$ cat config.mk
export PLATFORM = sky130hd
export DESIGN_NAME = pnm_header_dimension_parser_flat
export DESIGN_NICKNAME = d
export VERILOG_FILES = /design/src/design/pnmhdp_pkg.sv /design/src/design/pnmhdp_in_if.sv /design/src/design/pnmhdp_out_if.sv /design/src/design/pnmhdp_step.sv /design/src/design/pnm_header_dimension_parser.sv /design/src/flat_wrapper.sv
export SDC_FILE = /design/constraint.sdc
export NUM_CORES = 1
export LEC_CHECK = 0
export BUFFER_PORTS_ARGS = -buffer_cell sky130_fd_sc_hd__buf_4
export CAP_MARGIN = 20
export CORE_ASPECT_RATIO = 0.5
export CORE_MARGIN = 2
export CORE_UTILIZATION = 50
export DETAILED_ROUTE_END_ITERATION = 6
export GPL_ROUTABILITY_DRIVEN = 1
export PLACE_DENSITY = 0.72
export SYNTH_ARGS = -nofsm -noshare
export SYNTH_HDL_FRONTEND = slang
export SYNTH_SLANG_ARGS = --single-unit
$ cat constraint.sdc
create_clock -name clk -period 10.15 [get_ports clk]
set_clock_uncertainty 0.05 [all_clocks]
set_input_delay 2.03 -clock clk [delete_from_list [all_inputs] [get_ports clk]]
set_output_delay 2.03 -clock clk [all_outputs]
set_load 0.05 [all_outputs]
$ cat src/design/pnmhdp_pkg.sv
// ----------------------------------------------------------------------------
// PNM header parser package
// Shared types and constants for the PNM header dimension parser.
// ----------------------------------------------------------------------------
`default_nettype none

package pnmhdp_pkg;

  localparam int unsigned DimW   = 24;
  localparam int unsigned IndexW = 16;
  localparam int unsigned CfgW   = 24;

  localparam logic [DimW-1:0]   MaxDimReset = 24'd1000000;
  localparam logic [IndexW-1:0] WindowReset = 16'd1024;

  localparam logic [7:0] ChP     = 8'h50;  // 'P'
  localparam logic [7:0] ChHash  = 8'h23;  // '#'
  localparam logic [7:0] ChOne   = 8'h31;  // '1'
  localparam logic [7:0] ChSix   = 8'h36;  // '6'
  localparam logic [7:0] ChZero  = 8'h30;  // '0'
  localparam logic [7:0] ChNine  = 8'h39;  // '9'
  localparam logic [7:0] ChLf    = 8'h0a;

  typedef enum logic [0:0] {
    CFG_MAX_DIMENSION = 1'b0,
    CFG_WINDOW_BYTES  = 1'b1
  } cfg_index_t;

  typedef enum logic [1:0] {
    ST_LOADED         = 2'd0,
    ST_NOT_RECOGNIZED = 2'd1,
    ST_GENERIC_ERROR  = 2'd2
  } status_t;

  typedef enum logic [3:0] {
    PH_MAGIC0 = 4'd0,
    PH_MAGIC1 = 4'd1,
    PH_MAGIC2 = 4'd2,
    PH_SKIP_W = 4'd3,
    PH_CMT_W  = 4'd4,
    PH_WIDTH  = 4'd5,
    PH_SKIP_H = 4'd6,
    PH_CMT_H  = 4'd7,
    PH_HEIGHT = 4'd8
  } phase_t;

  typedef struct packed {
    phase_t            phase;
    logic [IndexW-1:0] byte_index;
    logic [DimW-1:0]   width_acc;
    logic [DimW-1:0]   height_acc;
    logic              result_given;
  } parse_state_t;

  typedef struct packed {
    logic            valid;
    status_t         status;
    logic [DimW-1:0] image_width;
    logic [DimW-1:0] image_height;
  } parse_result_t;

endpackage

`default_nettype wire

$ cat src/design/pnmhdp_in_if.sv
// ----------------------------------------------------------------------------
// PNM header byte channel
// Valid/ready channel carrying one file byte and its last-byte mark.
// ----------------------------------------------------------------------------
`default_nettype none

interface pnmhdp_in_if;
  logic       valid;
  logic       ready;
  logic [7:0] header_byte;
  logic       last_byte;

  modport source (output valid, output header_byte, output last_byte, input ready);
  modport sink   (input valid, input header_byte, input last_byte, output ready);
endinterface

`default_nettype wire

$ cat src/design/pnmhdp_out_if.sv
// ----------------------------------------------------------------------------
// PNM header result channel
// Valid/ready channel carrying the parse status and image dimensions.
// ----------------------------------------------------------------------------
`default_nettype none

interface pnmhdp_out_if;
  logic        valid;
  logic        ready;
  logic [1:0]  status;
  logic [23:0] image_width;
  logic [23:0] image_height;

  modport source (output valid, output status, output image_width, output image_height,
                  input ready);
  modport sink   (input valid, input status, input image_width, input image_height,
                  output ready);
endinterface

`default_nettype wire

$ cat src/design/pnmhdp_step.sv
// ----------------------------------------------------------------------------
// PNM header parse step
// Next-state and result logic for one header byte.
// ----------------------------------------------------------------------------
`default_nettype none

module pnmhdp_step (
  input  wire logic [pnmhdp_pkg::DimW-1:0]   max_dimension,
  input  wire logic [pnmhdp_pkg::IndexW-1:0] window_bytes,
  input  wire pnmhdp_pkg::parse_state_t      state_cur,
  input  wire logic [7:0]                    header_byte,
  input  wire logic                          last_byte,
  output pnmhdp_pkg::parse_state_t           state_nxt,
  output pnmhdp_pkg::parse_result_t          result
);
  import pnmhdp_pkg::*;

  function automatic logic is_space(input logic [7:0] c);
    return (c == 8'd32) || (c == 8'd9) || (c == 8'd10) || (c == 8'd11) ||
           (c == 8'd12) || (c == 8'd13);
  endfunction

  function automatic logic is_digit(input logic [7:0] c);
    return (c >= ChZero) && (c <= ChNine);
  endfunction

  // Status given when the data runs out in the given phase.
  function automatic status_t end_status(input phase_t p, input logic [DimW-1:0] w,
                                         input logic [DimW-1:0] h);
    status_t s;
    if (p <= PH_MAGIC2) begin
      s = ST_NOT_RECOGNIZED;
    end else if (p == PH_HEIGHT) begin
      s = ((w != '0) && (h != '0)) ? ST_LOADED : ST_GENERIC_ERROR;
    end else begin
      s = ST_GENERIC_ERROR;
    end
    return s;
  endfunction

  logic [3:0]        digit;
  logic [DimW+3:0]   width_x10;
  logic [DimW+3:0]   height_x10;
  logic              width_ok;
  logic              height_ok;
  logic              first_ok;
  phase_t            ph;
  logic [DimW-1:0]   wacc;
  logic [DimW-1:0]   hacc;
  logic [IndexW-1:0] idx;
  logic              dec;
  status_t           dst;

  // For a decimal digit the low nibble is its value.
  assign digit      = header_byte[3:0];
  assign width_x10  = ({4'b0, state_cur.width_acc} << 3) + ({4'b0, state_cur.width_acc} << 1)
                      + {{DimW{1'b0}}, digit};
  assign height_x10 = ({4'b0, state_cur.height_acc} << 3) + ({4'b0, state_cur.height_acc} << 1)
                      + {{DimW{1'b0}}, digit};
  assign width_ok   = width_x10 <= {4'b0, max_dimension};
  assign height_ok  = height_x10 <= {4'b0, max_dimension};
  assign first_ok   = {{(DimW-4){1'b0}}, digit} <= max_dimension;

  always_comb begin
    ph   = state_cur.phase;
    wacc = state_cur.width_acc;
    hacc = state_cur.height_acc;
    idx  = state_cur.byte_index;
    dec  = 1'b0;
    dst  = ST_GENERIC_ERROR;

    if (!state_cur.result_given) begin
      if (state_cur.byte_index >= window_bytes) begin
        dec = 1'b1;
        dst = end_status(ph, wacc, hacc);
      end else begin
        case (state_cur.phase)
          PH_MAGIC0: begin
            if (header_byte == ChP) ph = PH_MAGIC1;
            else begin dec = 1'b1; dst = ST_NOT_RECOGNIZED; end
          end
          PH_MAGIC1: begin
            if ((header_byte >= ChOne) && (header_byte <= ChSix)) ph = PH_MAGIC2;
            else begin dec = 1'b1; dst = ST_NOT_RECOGNIZED; end
          end
          PH_MAGIC2: begin
            if (is_space(header_byte)) ph = PH_SKIP_W;
            else if (header_byte == ChHash) ph = PH_CMT_W;
            else begin dec = 1'b1; dst = ST_NOT_RECOGNIZED; end
          end
          PH_SKIP_W, PH_SKIP_H: begin
            if (is_space(header_byte)) begin
              ph = state_cur.phase;
            end else if (header_byte == ChHash) begin
              ph = (state_cur.phase == PH_SKIP_W) ? PH_CMT_W : PH_CMT_H;
            end else if (is_digit(header_byte)) begin
              if (state_cur.phase == PH_SKIP_W) wacc = {{(DimW-4){1'b0}}, digit};
              else hacc = {{(DimW-4){1'b0}}, digit};
              if (first_ok) ph = (state_cur.phase == PH_SKIP_W) ? PH_WIDTH : PH_HEIGHT;
              else dec = 1'b1;
            end else begin
              dec = 1'b1;
            end
          end
          PH_CMT_W, PH_CMT_H: begin
            if (header_byte == ChLf) begin
              ph = (state_cur.phase == PH_CMT_W) ? PH_SKIP_W : PH_SKIP_H;
            end
          end
          PH_WIDTH: begin
            if (is_digit(header_byte)) begin
              if (width_ok) wacc = width_x10[DimW-1:0];
              else dec = 1'b1;
            end else if (is_space(header_byte)) begin
              ph = PH_SKIP_H;
            end else if (header_byte == ChHash) begin
              ph = PH_CMT_H;
            end else begin
              dec = 1'b1;
            end
          end
          PH_HEIGHT: begin
            if (is_digit(header_byte)) begin
              if (height_ok) hacc = height_x10[DimW-1:0];
              else dec = 1'b1;
            end else begin
              dec = 1'b1;
              dst = end_status(PH_HEIGHT, wacc, hacc);
            end
          end
          default: begin
            dec = 1'b1;
          end
        endcase
        idx = IndexW'(state_cur.byte_index + 1'b1);
        if (!dec && (idx >= window_bytes)) begin
          dec = 1'b1;
          dst = end_status(ph, wacc, hacc);
        end
      end
    end

    if (last_byte && !state_cur.result_given && !dec) begin
      dec = 1'b1;
      dst = end_status(ph, wacc, hacc);
    end

    result.valid        = dec;
    result.status       = dst;
    result.image_width  = (dst == ST_LOADED) ? wacc : '0;
    result.image_height = (dst == ST_LOADED) ? hacc : '0;

    if (last_byte) begin
      state_nxt.phase        = PH_MAGIC0;
      state_nxt.byte_index   = '0;
      state_nxt.width_acc    = '0;
      state_nxt.height_acc   = '0;
      state_nxt.result_given = 1'b0;
    end else begin
      state_nxt.phase        = ph;
      state_nxt.byte_index   = idx;
      state_nxt.width_acc    = wacc;
      state_nxt.height_acc   = hacc;
      state_nxt.result_given = state_cur.result_given | dec;
    end
  end

endmodule

`default_nettype wire

$ cat src/design/pnm_header_dimension_parser.sv
// ----------------------------------------------------------------------------
// PNM header dimension parser
// Checks the PNM magic and extracts the image width and height.
// ----------------------------------------------------------------------------
// The block takes one file byte per item and gives one result per file: a
// status (loaded, format not recognised or generic error) with the width and
// height when loaded. It sustains one byte per clock cycle while the result
// channel does not stall; an accepted byte is held first in an input register
// and then, when the result register is free or emptying, passed via a single
// parse step (one multiply by ten and a compare against the limit) into the
// result register. Bytes after the decision are dropped until the last-byte
// mark, which returns the parser to its start state. There is no clearing
// pass after reset.
`default_nettype none

module pnm_header_dimension_parser (
  input  wire logic                         clk,
  input  wire logic                         rst_n,
  input  wire logic                         cfg_we,
  input  wire logic [0:0]                   cfg_index,
  input  wire logic [pnmhdp_pkg::CfgW-1:0]  cfg_data,
  pnmhdp_in_if.sink                         in_chan,
  pnmhdp_out_if.source                      out_chan
);
  import pnmhdp_pkg::*;

  logic [DimW-1:0]   max_dimension_r;
  logic [IndexW-1:0] window_bytes_r;

  logic              in_valid_r;
  logic [7:0]        in_byte_r;
  logic              in_last_r;

  parse_state_t      state_r;
  parse_state_t      state_nxt;
  parse_result_t     step_result;

  logic              out_valid_r;
  status_t           out_status_r;
  logic [DimW-1:0]   out_width_r;
  logic [DimW-1:0]   out_height_r;

  logic              advance;

  // The held byte moves on whenever the result register is free or emptying.
  assign advance      = in_valid_r && (!out_valid_r || out_chan.ready);
  assign in_chan.ready = !in_valid_r || advance;

  always_ff @(posedge clk) begin
    if (!rst_n) begin
      max_dimension_r <= MaxDimReset;
      window_bytes_r  <= WindowReset;
    end else if (cfg_we) begin
      case (cfg_index)
        CFG_MAX_DIMENSION: max_dimension_r <= cfg_data[DimW-1:0];
        CFG_WINDOW_BYTES:  window_bytes_r  <= cfg_data[IndexW-1:0];
        default: ;
      endcase
    end
  end

  always_ff @(posedge clk) begin
    if (!rst_n) begin
      in_valid_r <= 1'b0;
    end else if (in_chan.ready) begin
      in_valid_r <= in_chan.valid;
    end
  end

  always_ff @(posedge clk) begin
    if (in_chan.ready && in_chan.valid) begin
      in_byte_r <= in_chan.header_byte;
      in_last_r <= in_chan.last_byte;
    end
  end

  pnmhdp_step u_step (
    .max_dimension (max_dimension_r),
    .window_bytes  (window_bytes_r),
    .state_cur     (state_r),
    .header_byte   (in_byte_r),
    .last_byte     (in_last_r),
    .state_nxt     (state_nxt),
    .result        (step_result)
  );

  always_ff @(posedge clk) begin
    if (!rst_n) begin
      state_r.phase        <= PH_MAGIC0;
      state_r.byte_index   <= '0;
      state_r.width_acc    <= '0;
      state_r.height_acc   <= '0;
      state_r.result_given <= 1'b0;
    end else if (advance) begin
      state_r <= state_nxt;
    end
  end

  always_ff @(posedge clk) begin
    if (!rst_n) begin
      out_valid_r <= 1'b0;
    end else if (advance) begin
      out_valid_r <= step_result.valid;
    end else if (out_chan.ready) begin
      out_valid_r <= 1'b0;
    end
  end

  always_ff @(posedge clk) begin
    if (advance && step_result.valid) begin
      out_status_r <= step_result.status;
      out_width_r  <= step_result.image_width;
      out_height_r <= step_result.image_height;
    end
  end

  assign out_chan.valid        = out_valid_r;
  assign out_chan.status       = out_status_r;
  assign out_chan.image_width  = out_width_r;
  assign out_chan.image_height = out_height_r;

`ifndef SYNTHESIS
  a_status_code : assert property (@(posedge clk) disable iff (!rst_n)
    out_valid_r |-> (out_status_r == ST_LOADED || out_status_r == ST_NOT_RECOGNIZED ||
                     out_status_r == ST_GENERIC_ERROR))
    else $error("result carries an unused status code");

  a_loaded_dims : assert property (@(posedge clk) disable iff (!rst_n)
    (out_valid_r && out_status_r == ST_LOADED) |-> (out_width_r != '0 && out_height_r != '0))
    else $error("loaded result with a zero dimension");

  a_error_dims : assert property (@(posedge clk) disable iff (!rst_n)
    (out_valid_r && out_status_r != ST_LOADED) |-> (out_width_r == '0 && out_height_r == '0))
    else $error("failed result with nonzero dimensions");

  a_one_result : assert property (@(posedge clk) disable iff (!rst_n)
    (advance && state_r.result_given) |-> !step_result.valid)
    else $error("second result for the same file");

  a_reset_idle : assert property (@(posedge clk)
    $past(!rst_n) |-> (!out_valid_r && !in_valid_r))
    else $error("channel valid straight after reset");
`endif

endmodule

`default_nettype wire

$ cat src/flat_wrapper.sv
// flat-port wrapper written by rule: the top's interface ports become plain ports
module pnm_header_dimension_parser_flat import pnmhdp_pkg::*;
  (clk, rst_n, cfg_we, cfg_index, cfg_data, in_chan_valid, in_chan_header_byte, in_chan_last_byte, in_chan_ready, out_chan_valid, out_chan_status, out_chan_image_width, out_chan_image_height, out_chan_ready);
  pnmhdp_in_if in_chan_i ();
  pnmhdp_out_if out_chan_i ();
  input  wire logic clk;
  input  wire logic rst_n;
  input  wire logic cfg_we;
  input  wire logic [0:0] cfg_index;
  input  wire logic [pnmhdp_pkg::CfgW-1:0] cfg_data;
  input wire logic [$bits(in_chan_i.valid)-1:0] in_chan_valid;
  input wire logic [$bits(in_chan_i.header_byte)-1:0] in_chan_header_byte;
  input wire logic [$bits(in_chan_i.last_byte)-1:0] in_chan_last_byte;
  output wire logic [$bits(in_chan_i.ready)-1:0] in_chan_ready;
  output wire logic [$bits(out_chan_i.valid)-1:0] out_chan_valid;
  output wire logic [$bits(out_chan_i.status)-1:0] out_chan_status;
  output wire logic [$bits(out_chan_i.image_width)-1:0] out_chan_image_width;
  output wire logic [$bits(out_chan_i.image_height)-1:0] out_chan_image_height;
  input wire logic [$bits(out_chan_i.ready)-1:0] out_chan_ready;
  assign in_chan_i.valid = in_chan_valid;
  assign in_chan_i.header_byte = in_chan_header_byte;
  assign in_chan_i.last_byte = in_chan_last_byte;
  assign in_chan_ready = in_chan_i.ready;
  assign out_chan_valid = out_chan_i.valid;
  assign out_chan_status = out_chan_i.status;
  assign out_chan_image_width = out_chan_i.image_width;
  assign out_chan_image_height = out_chan_i.image_height;
  assign out_chan_i.ready = out_chan_ready;
  pnm_header_dimension_parser u_core (.clk(clk), .rst_n(rst_n), .cfg_we(cfg_we), .cfg_index(cfg_index), .cfg_data(cfg_data), .in_chan(in_chan_i), .out_chan(out_chan_i));
endmodule
After elaboration in Yosys (flattened, before gate mapping)
Cells that the tools add are included.
W data, S select, Z words.
{"block": "totals", "ff_bits": 170, "in_bits": 39, "output_inout_bits": 52, "elab_cells": 175}
{"block": "classes", "n_addsub": 5, "n_lt_le_gt_ge": 12, "eq_ne": 20, "n_mux": 85, "n_bitwise": 2, "reduce_logical": 37}
{"operator": "$mux W24", "n": 20}
{"operator": "$reduce_bool A24 Y1", "n": 6}
{"operator": "$pmux W24 S2", "n": 2}
{"operator": "$mux W69", "n": 1}
{"operator": "$mux W4", "n": 17}
{"operator": "$add A27 B25 Y28", "n": 2}
{"operator": "$add A28 B4 Y28", "n": 2}
{"operator": "$le A28 B24 Y1", "n": 2}
{"operator": "$eq A8 B4 Y1 const B", "n": 5}
{"operator": "$mux W2", "n": 19}
{"operator": "$ge A16 B16 Y1", "n": 2}
{"operator": "$mux W16", "n": 2}
{"operator": "$le A4 B24 Y1", "n": 1}
{"operator": "$pmux W4 S6", "n": 1}
{"operator": "$mux W1", "n": 20}
{"operator": "$add A16 B1 Y16 const B", "n": 1}
{"operator": "$eq A4 B3 Y1 const B", "n": 4}
{"operator": "$eq A8 B6 Y1 const B", "n": 2}
{"operator": "$ge A8 B6 Y1 const B", "n": 2}
{"operator": "$le A8 B6 Y1 const B", "n": 2}
{"operator": "$eq A4 B4 Y1 const B", "n": 3}
{"operator": "$le A4 B2 Y1 const B", "n": 3}
{"operator": "$logic_and A1 B1 Y1", "n": 11}
{"operator": "$eq A4 B2 Y1 const B", "n": 2}
{"operator": "16 further kinds", "n": 29}

Depth between registers and ports, before layout
Gate-level depths: netlist of run 1.
{"block": "depth", "ltp_word": 21, "mapped_depth": 26, "depth_no_buf": 22}

Hierarchy
From an unflattened synthesis of run 1, not the netlist that was laid out.
{"block": "unflattened", "hier_cells": 1872, "hier_area_um2": 14918.1}
{"mod": "pnmhdp_step", "n_inst": 1, "cells_per_inst": 1324, "area_each_um2": 8847.2, "seq_area_each_um2": 0.0}
{"mod": "pnm_header_dimension_parser", "n_inst": 1, "cells_per_inst": 548, "area_each_um2": 6070.8, "seq_area_each_um2": 3993.8}

Worst setup path before layout of run 1
No wires, ideal clock.
{"block": "synth_timing", "kind": "reg-to-reg", "startpoint": "reg u_core.in_byte_r[3]", "endpoint": "reg u_core.out_height_r[0] (netlist: u_core.out_chan.image_height[0]), enable pin", "setup_time_ps": 524, "arrival_ps": 7782, "required_ps": 9576, "slack_ps": 1793, "path_stages_with_launch": 20, "n_path_buf": 0, "synth_period_minus_slack_ps": 8357, "path_cell_list": "edfxtp_1 > fa_1 > fa_1 > a21o_1 > a221oi_2 > or2_1 > a21oi_1 > a211oi_1 > ha_1 > and4_1 > nand4_1 > o21a_1 > o31ai_1 > o31ai_1 > a211oi_1 > a31oi_1 > a21oi_1 > nand2b_1 > nor3_1 > nor3_1"}
{"block": "synth_via", "elab_chain_len": 20}
{"element": "start, declared", "line": "pnm_header_dimension_parser.sv:31", "source": "logic [7:0] in_byte_r;"}
{"element": "start signal, assigned", "line": "pnm_header_dimension_parser.sv:72", "source": "in_byte_r <= in_chan.header_byte;"}
{"element": "parallel branches: the longest is 8 deep, another holds $add A28 B4 Y28"}
{"element": "$pmux W1 S7 *", "line": "pnmhdp_step.sv:77", "source": "case (state_cur.phase)"}
{"element": "$mux W1 *", "line": "pnmhdp_step.sv:73", "source": "if (state_cur.byte_index >= window_bytes) begin"}
{"element": "$mux W1 *", "line": "pnmhdp_step.sv:72", "source": "if (!state_cur.result_given) begin"}
{"element": "$logic_not A1 Y1", "line": "pnmhdp_step.sv:136", "source": "if (!dec && (idx >= window_bytes)) begin"}
{"element": "$logic_and A1 B1 Y1", "line": "pnmhdp_step.sv:136"}
{"element": "$mux W1 *", "line": "pnmhdp_step.sv:136"}
{"element": "$mux W1 *", "line": "pnmhdp_step.sv:73"}
{"element": "$mux W1 *", "line": "pnmhdp_step.sv:72"}
{"element": "$logic_not A1 Y1", "line": "pnmhdp_step.sv:143", "source": "if (last_byte && !state_cur.result_given && !dec) begin"}
{"element": "$logic_and A1 B1 Y1", "line": "pnmhdp_step.sv:143"}
{"element": "$mux W1 *", "line": "pnmhdp_step.sv:143"}
{"element": "$logic_and A1 B1 Y1 *", "line": "pnm_header_dimension_parser.sv:110", "source": "if (advance && step_result.valid) begin"}
{"element": "end signal, assigned", "line": "pnm_header_dimension_parser.sv:113", "source": "out_height_r <= step_result.image_height;"}
{"element": "end, declared", "line": "pnm_header_dimension_parser.sv:41", "source": "logic [DimW-1:0] out_height_r;"}
Mark *: on every way between the ends. The select of a mux whose other input is x is not followed.
A chain may end at the register's enable or synchronous reset.

Worst setup path after layout of run 1
{"block": "layout_timing", "startpoint": "reg u_core.in_byte_r[2]", "endpoint": "reg u_core.out_height_r[19] (netlist: u_core.out_chan.image_height[19]), data pin"}
{"block": "layout_via", "elab_chain_len": 20}
{"element": "parallel branches: the longest is 20 deep, another holds $add A28 B4 Y28"}
Parallel ways; which one is timed is not known. The select of a mux whose other input is x is not followed.

==> results.sh, run 1 <==
export IMPL_grt_pass1_vias=12800
export IMPL_critPathMaxFanout=29
export IMPL_cts_setup_buffers=0
export IMPL_cts_resized=0
export IMPL_grt_usage_pct=30.6
export IMPL_maxSlewViolCount=0
export IMPL_arrival_ns=8.39
export IMPL_tightest_slew_ns=1.15
export IMPL_crit_buf_inv=1
export IMPL_maxCapViolations=0
export IMPL_nFillCells=2564
export IMPL_layout_min_cycle_time_ns=8.24
export IMPL_layout_common_cells="220 x nand2_1, 177 x ha_1, 111 x dfxtp_1"
export IMPL_cts_root_buffer="clkbuf_16"
export IMPL_worstSetupPathType="reg2reg"
export IMPL_vias_per_cell=6.40
export IMPL_clk_latency_ns=0.47
export IMPL_cp_data_required_time_ns=10.30
export IMPL_portBuffers=90
export IMPL_async_flop_share_pct=0
export IMPL_finalHoldViolations=0
export IMPL_drive_gt1_share_pct=10.1
export IMPL_die_y_um=124
export IMPL_yosysSeqAreaShare_pct=27.7
export IMPL_fin_crit_sh_pct=81.1
export IMPL_grt_max_degree=112
export IMPL_clock_power_share_pct=41.0
export IMPL_cp_slowest_stage_delay_ns=0.94
export IMPL_htree_levels=4
export IMPL_rsz0062_at_grt="no"
export IMPL_ir_drop_uv=132
export IMPL_path_cells="ha_1 -> ha_1 -> fa_1 -> a211oi_1 -> o21a_1 -> o31ai_1 -> nor2_1 -> xnor2_1 -> ha_1 -> nand4_1 -> nor4_1 -> nand2_1 -> o31a_1 -> a32oi_1 -> or4b_1 -> mux2_2 -> a22oi_1 -> o2111a_1 -> nand4_1 -> a32oi_4 -> buf_4 -> nor2_1"
export IMPL_synthesis_area_um2=14400
export IMPL_ys_types=83
export IMPL_cp_end_kind="flop"
export IMPL_cpLargestDelayFamily="compound AO/OA/AOI/OAI gates"
export IMPL_hp_start="u_core.window_bytes_r[9]"
export IMPL_final_common_cell="nand2_1"
export IMPL_post_drt_wl_per_cell_um=21.2
export IMPL_ff2ff_setup_slack_ns=1.91
export IMPL_status="completed"
export IMPL_grt_antenna_before_repair=0
export IMPL_drtAntennaViolNets=0
export IMPL_cts_sinks=170
export IMPL_fin_nets=1988
export IMPL_totalWireLength_um=46000
export IMPL_finalCoreUtilization_pct=56.4
export IMPL_seqPwrFrac_pct=47.3
export IMPL_p_per_area_nw_per_um2=98.8
export IMPL_cts_buffer_depth=2
export IMPL_cts_hold_buffers=0
export IMPL_grt_first_pass_wirelength_um=72200
export IMPL_hp_class="reg2reg"
export IMPL_gp_congestion=1.02
export IMPL_syn_instance_count=1739
export IMPL_crit_path_frequent_cell="ha_1"
export IMPL_r2r_end="u_core.out_chan.image_height[19]"
export IMPL_holdPathStages=2
export IMPL_remaining_drc_errors=0
export IMPL_syn_nets=1959
export IMPL_rows=43
export IMPL_stdcell_count=2163
export IMPL_startpoint_type="flop"
export IMPL_synthToLayoutAreaGrowth_pct=9.78
export IMPL_setup_viol=0
export IMPL_p_leak_nw=6.85
export IMPL_ff2ff_path_depth=22
export IMPL_drt_pass1_iter_count=6
export IMPL_internal_power_w=0.00112
export IMPL_via_count=13900
export IMPL_ys_flop_type="dfxtp_1"
export IMPL_synth_edff_count=59
export IMPL_dp_cells=2129
export IMPL_numCtsBuffers=17
export IMPL_clkSlewWorstSetupHoldPaths_ns=0.07
export IMPL_yosysWarnings=0
export IMPL_dieArea_um2=30300
export IMPL_p_switching_w=0.000446
export IMPL_tns_ns=0
export IMPL_io_pins=91
export IMPL_ys_ff_latch=170
export IMPL_core_um2=28000
export IMPL_start_util_pct=51.4
export IMPL_cts_tree="built"
export IMPL_max_freq_ghz=0.121
export IMPL_syn_avg_cell_area_um2=8.29
export IMPL_rr_startpoint="u_core.in_byte_r[2]"
export IMPL_cp_slowest_cell="or4b_1"
export IMPL_hpwl_um=35300
export IMPL_drt_initial_drc_count=1543
export IMPL_max_slew_margin_pct=22.6
export IMPL_combPwrFrac_pct=11.7
export IMPL_antenna_cells=0
export IMPL_die_w_um=244
export IMPL_power_switching_share_pct=28.6
export IMPL_gr_total_overflow=0
export IMPL_hold_end="u_core.window_bytes_r[9]"
[layout make-up]
| class | instances | area [um2] | share of cell area, % |
|---|---|---|---|
| clock inverter | 12 | 104 | 0.656 |
| multi-input combinational | 1419 | 9800 | 61.9 |
| timing repair buffer | 102 | 771 | 4.87 |
| inverter | 58 | 218 | 1.38 |
| tap | 382 | 478 | 3.02 |
| clock buffer | 20 | 459 | 2.90 |
| sequential | 170 | 3990 | 25.2 |
[per-stage QoR]
step	power, W	instance area (um2)	worst slack (ns)	hold WS [ns]
after global routing	0.00161	15800	1.49	0.443
after floorplan	0.000869	14400	1.79	0.393
after CTS	0.00157	15800	2.16	0.423
final	0.00156	15800	1.91	0.421
after global placement	0.000931	15200	2.40	0.406
after detailed placement	0.000933	15200	2.20	0.413
[registers in the layout, summed over array words and instances, names as in the netlist]
name	flops
u_core.in_byte_r	8
u_core.out_chan.image_height	24
u_core.window_bytes_r	16
u_core.out_chan.status	2
u_core.in_last_r	1
u_core.max_dimension_r	24
u_core.in_valid_r	1
u_core.out_chan.valid	1
u_core.out_chan.image_width	24
u_core.state_r	69
[worst max-delay path by stage]
stage	start	to	slack, ns	depth (start not counted)
after floorplan	u_core.in_byte_r[3]	u_core.out_chan.image_height[0]	1.79	19
after global placement	u_core.in_byte_r[3]	u_core.out_chan.image_height[20]	2.40	21
after detailed placement	u_core.in_byte_r[3]	u_core.out_chan.image_height[19]	2.20	21
after CTS	u_core.in_byte_r[3]	u_core.out_chan.image_width[2]	2.16	21
after global routing	u_core.in_byte_r[2]	u_core.out_chan.image_height[19]	1.49	22
final	u_core.in_byte_r[2]	u_core.out_chan.image_height[19]	1.91	22
[synthesized netlist by cell type (all sizes together), types with 13 or more instances]
cell type  count  area [um2]
a211oi        19         143
a21boi        49         368
a21o          39         293
a21oi        105         526
a22oi         53         408
a31oi         16         100
and2          57         357
and3          18         113
buf           21         148
clkbuf        71         268
dfxtp        111        2220
edfxtp        59        1770
ha           177        2210
inv           58         218
nand2        220         826
nand3         37         185
nand4         28         175
nor2         110         463
nor2b         43         269
nor3          35         191
nor4          23         156
o211ai        32         240
o21a          13        97.6
o21ai        105         526
o31ai         16         120
xnor2         27         236
xor2          24         210
[logic make-up after synthesis]
group / Yosys count / synth area share [%]
mux: 19 / 1.38
compound gates: 533 / 25.1
fa+ha+maj: 181 / 15.9
flops: 170 / 27.7
simple gates: 635 / 22.4
xor+xnor: 51 / 3.10
buf+inv: 150 / 4.39
[worst register-to-register path: cells and delay by family, from the launching register on]
kind            cells  cell delay, ns
simple gates        7            2.08
xor+xnor            1            0.21
flops               1            0.73
mux                 1            0.58
buf+inv             1            0.46
fa+ha+maj           4            1.37
compound gates      8            2.48
[metal layers]
metal | up-vias | wire length [um] | GRT usage (%) | share of wire [%]
met4 | 0 | 1230 | 9.72 | 2.7
met1 | 6492 | 20600 | 42.0 | 45
li1 | 6543 | - | - | -
met5 | - | 0 | 0 | 0
met3 | 113 | 4270 | 6.98 | 9.3
met2 | 702 | 19800 | 48.0 | 43
[power groups by stage]
stage / Combinational [W] / Clock, W / Sequential [W]
after floorplan: 0.0000988 / 0 / 0.000770
after CTS: 0.000180 / 0.000648 / 0.000739
after global routing: 0.000198 / 0.000673 / 0.000740
final: 0.000183 / 0.000640 / 0.000739
after global placement: 0.000177 / 0 / 0.000753
after detailed placement: 0.000179 / 0 / 0.000754
(Power assumes the default switching activity.)
==> run 2, diff against run 1 <==
ABC_AREA = 1   (was unset)
clock period = 8.16 ns   (was 10.15 ns; I/O delays follow)
==> results.sh, run 2 <==
export IMPL_status="finished, violations left"
export IMPL_failed_checks="DRC"
export IMPL_drt_pass1_iter_count=7
export IMPL_cp_data_required_time_ns=8.33
export IMPL_startpoint_type="flop"
export IMPL_finalHoldViolations=0
export IMPL_io_pins=91
export IMPL_drtAntennaViolNets=0
export IMPL_fin_crit_sh_pct=83.2
export IMPL_htree_levels=4
export IMPL_cpLargestDelayFamily="simple AND/OR/NAND/NOR gates"
export IMPL_remaining_drc_errors=2
export IMPL_grt_antenna_before_repair=0
export IMPL_via_count=14700
export IMPL_yosysWarnings=0
export IMPL_layout_min_cycle_time_ns=6.79
export IMPL_start_util_pct=51.4
export IMPL_worstSetupPathType="reg2reg"
export IMPL_cts_hold_buffers=0
export IMPL_gr_total_overflow=0
export IMPL_antenna_cells=0
export IMPL_ys_types=58
export IMPL_cp_slowest_cell="edfxtp_1"
export IMPL_setup_viol=0
export IMPL_rsz0062_at_grt="no"
export IMPL_synthToLayoutAreaGrowth_pct=10.2
export IMPL_vias_per_cell=5.43
export IMPL_maxSlewViolCount=0
export IMPL_drt_initial_drc_count=1411
export IMPL_max_freq_ghz=0.147
export IMPL_arrival_ns=6.95
export IMPL_synthesis_area_um2=15100
export IMPL_clock_power_share_pct=37.7
export IMPL_synth_most_common_cell="nand2_1"
export IMPL_ys_flop_type="dfxtp_1"
export IMPL_crit_buf_inv=3
export IMPL_drive_gt1_share_pct=8.82
export IMPL_combPwrFrac_pct=19.5
export IMPL_hp_start="u_core.window_bytes_r[8]"
export IMPL_seqPwrFrac_pct=42.8
export IMPL_power_switching_share_pct=32.9
export IMPL_worstSetupPathDepth=28
export IMPL_fin_nets=2530
export IMPL_grt_pass1_vias=13700
export IMPL_whs_ns=0.458
export IMPL_die_w_um=250
export IMPL_hpwl_um=33800
export IMPL_hp_class="reg2reg"
export IMPL_synthTopCellsByArea="nand2_1 16%, dfxtp_1 15%, ha_1 15%"
export IMPL_ir_drop_uv=147
export IMPL_power_w=0.00217
export IMPL_grt_usage_pct=27.6
export IMPL_synth_edff_count=59
export IMPL_syn_nets=2473
export IMPL_cts_tree="built"
export IMPL_crit_start="u_core.in_byte_r[2]"
export IMPL_die_y_um=127
export IMPL_synth_top_area_cell="nand2_1"
export IMPL_yosysSeqAreaShare_pct=26.4
export IMPL_holdPathStages=2
export IMPL_layout_common_cells="638 x nand2_1, 320 x inv_1, 213 x nor2_1"
export IMPL_syn_instance_count=2253
export IMPL_p_per_area_nw_per_um2=130
export IMPL_final_common_cell="nand2_1"
export IMPL_grt_max_degree=54
export IMPL_ff2ff_path_depth=28
export IMPL_numCtsBuffers=17
export IMPL_portBuffers=90
export IMPL_max_slew_margin_pct=30.5
export IMPL_critPathMaxFanout=30
export IMPL_cts_setup_buffers=0
export IMPL_rows=44
export IMPL_clk_latency_ns=0.46
export IMPL_cts_resized=0
export IMPL_tightest_slew_ns=1.04
export IMPL_largest_reg_flops=69
export IMPL_maxCapViolations=0
export IMPL_clkSlewWorstSetupHoldPaths_ns=0.08
export IMPL_cts_buffer_depth=2
export IMPL_core_um2=29400
export IMPL_ys_top_cells_by_count="638 x nand2_1, 320 x inv_1, 215 x nor2_1, 177 x ha_1, 147 x a21oi_1"
export IMPL_rr_startpoint="u_core.in_byte_r[2]"
export IMPL_async_flop_share_pct=0
export IMPL_internal_power_w=0.00145
export IMPL_syn_avg_cell_area_um2=6.71
export IMPL_totalWireLength_um=43100
export IMPL_cts_sinks=170
export IMPL_cp_slowest_stage_delay_ns=0.57
export IMPL_largest_register="u_core.state_r"
export IMPL_cts_root_buffer="clkbuf_16"
export IMPL_ys_ff_latch=170
export IMPL_p_leak_nw=8.65
export IMPL_grt_first_pass_wirelength_um=70300
export IMPL_gp_congestion=0.954
export IMPL_tns_ns=0
export IMPL_yosysTopAreaCellShare_pct=15.8
export IMPL_p_switching_w=0.000713
export IMPL_dieArea_um2=31700
export IMPL_cp_end_kind="flop"
export IMPL_post_drt_wl_per_cell_um=15.9
-- run 2: cell count changes in the layout (fill, tap and decap cells not counted), sizes merged, moves of 18 or more --
cell / delta
nand2: +423
inv: +276
nor2: +134
nand3: +91
and2: -55
a21boi: -48
a22oi: -48
a21oi: +45
nor2b: -43
a21o: -34
nand4: +26
o211ai: -20
and3: -18
-- run 2: layout make-up --
class,count,area (um2)
fill,2867,12700
clock inverter,14,131
tap,391,489
multi-input combinational,1681,9540
timing repair buffer,104,817
inverter,336,1260
clock buffer,18,439
sequential,170,3990
-- run 2: worst min-delay path, cell delays in order (launching register included) --
cell,delay [ns]
dfxtp_1,0.30
inv_1,0.09
a21oi_1,0.07
-- run 2: metal layers --
metal | GRT usage (%) | vias up | part of all wire [%]
li1 | - | 7475 | -
met2 | 45.3 | 484 | 45
met5 | 0 | - | 0
met4 | 8.21 | 0 | 2.3
met3 | 4.95 | 71 | 7.4
met1 | 37.3 | 6717 | 45
-- run 2: power groups by stage --
stage / sequential, W / combinational, W / clock (W)
after floorplan: 0.000978 / 0.000264 / 0
after global placement: 0.000946 / 0.000410 / 0
after detailed placement: 0.000946 / 0.000415 / 0
after CTS: 0.000927 / 0.000417 / 0.000823
after global routing: 0.000930 / 0.000469 / 0.000857
final: 0.000927 / 0.000423 / 0.000816
-- run 2: cell families (layout without fill, tap and decap cells) --
| logic type | Yosys count | in the layout | synth area share (%) |
|---|---|---|---|
| adder cells (fa/ha/maj) | 181 | 181 | 15.2 |
| AO/OA/AOI/OAI | 332 | 332 | 12.6 |
| AND/OR/NAND/NOR | 1116 | 1116 | 32.3 |
| XOR/XNOR | 52 | 52 | 3.01 |
| flip-flops | 170 | 170 | 26.4 |
| buffers and inverters | 402 | 472 | 10.6 |
-- run 2: worst paths after layout --
path | to | slack, ns
max | u_core.out_chan.image_height[12] | 1.37
min | u_core.window_bytes_r[8] | 0.46
max reg2reg | u_core.out_chan.image_height[12] | 1.37
min reg2reg | u_core.window_bytes_r[8] | 0.46
-- run 2: stage by stage --
stage | cell area (um2) | util [%] | setup slack (ns) | cells
final | 16700 | 56.7 | 1.37 | 2714
after global routing | 16700 | 56.7 | 0.912 | 2714
after CTS | 16600 | 56.6 | 1.47 | 2711
after detailed placement | 16100 | 54.6 | 1.50 | 2679
after global placement | 16100 | 54.6 | 1.57 | 2679
after floorplan | 15100 | - | 1.84 | 2253
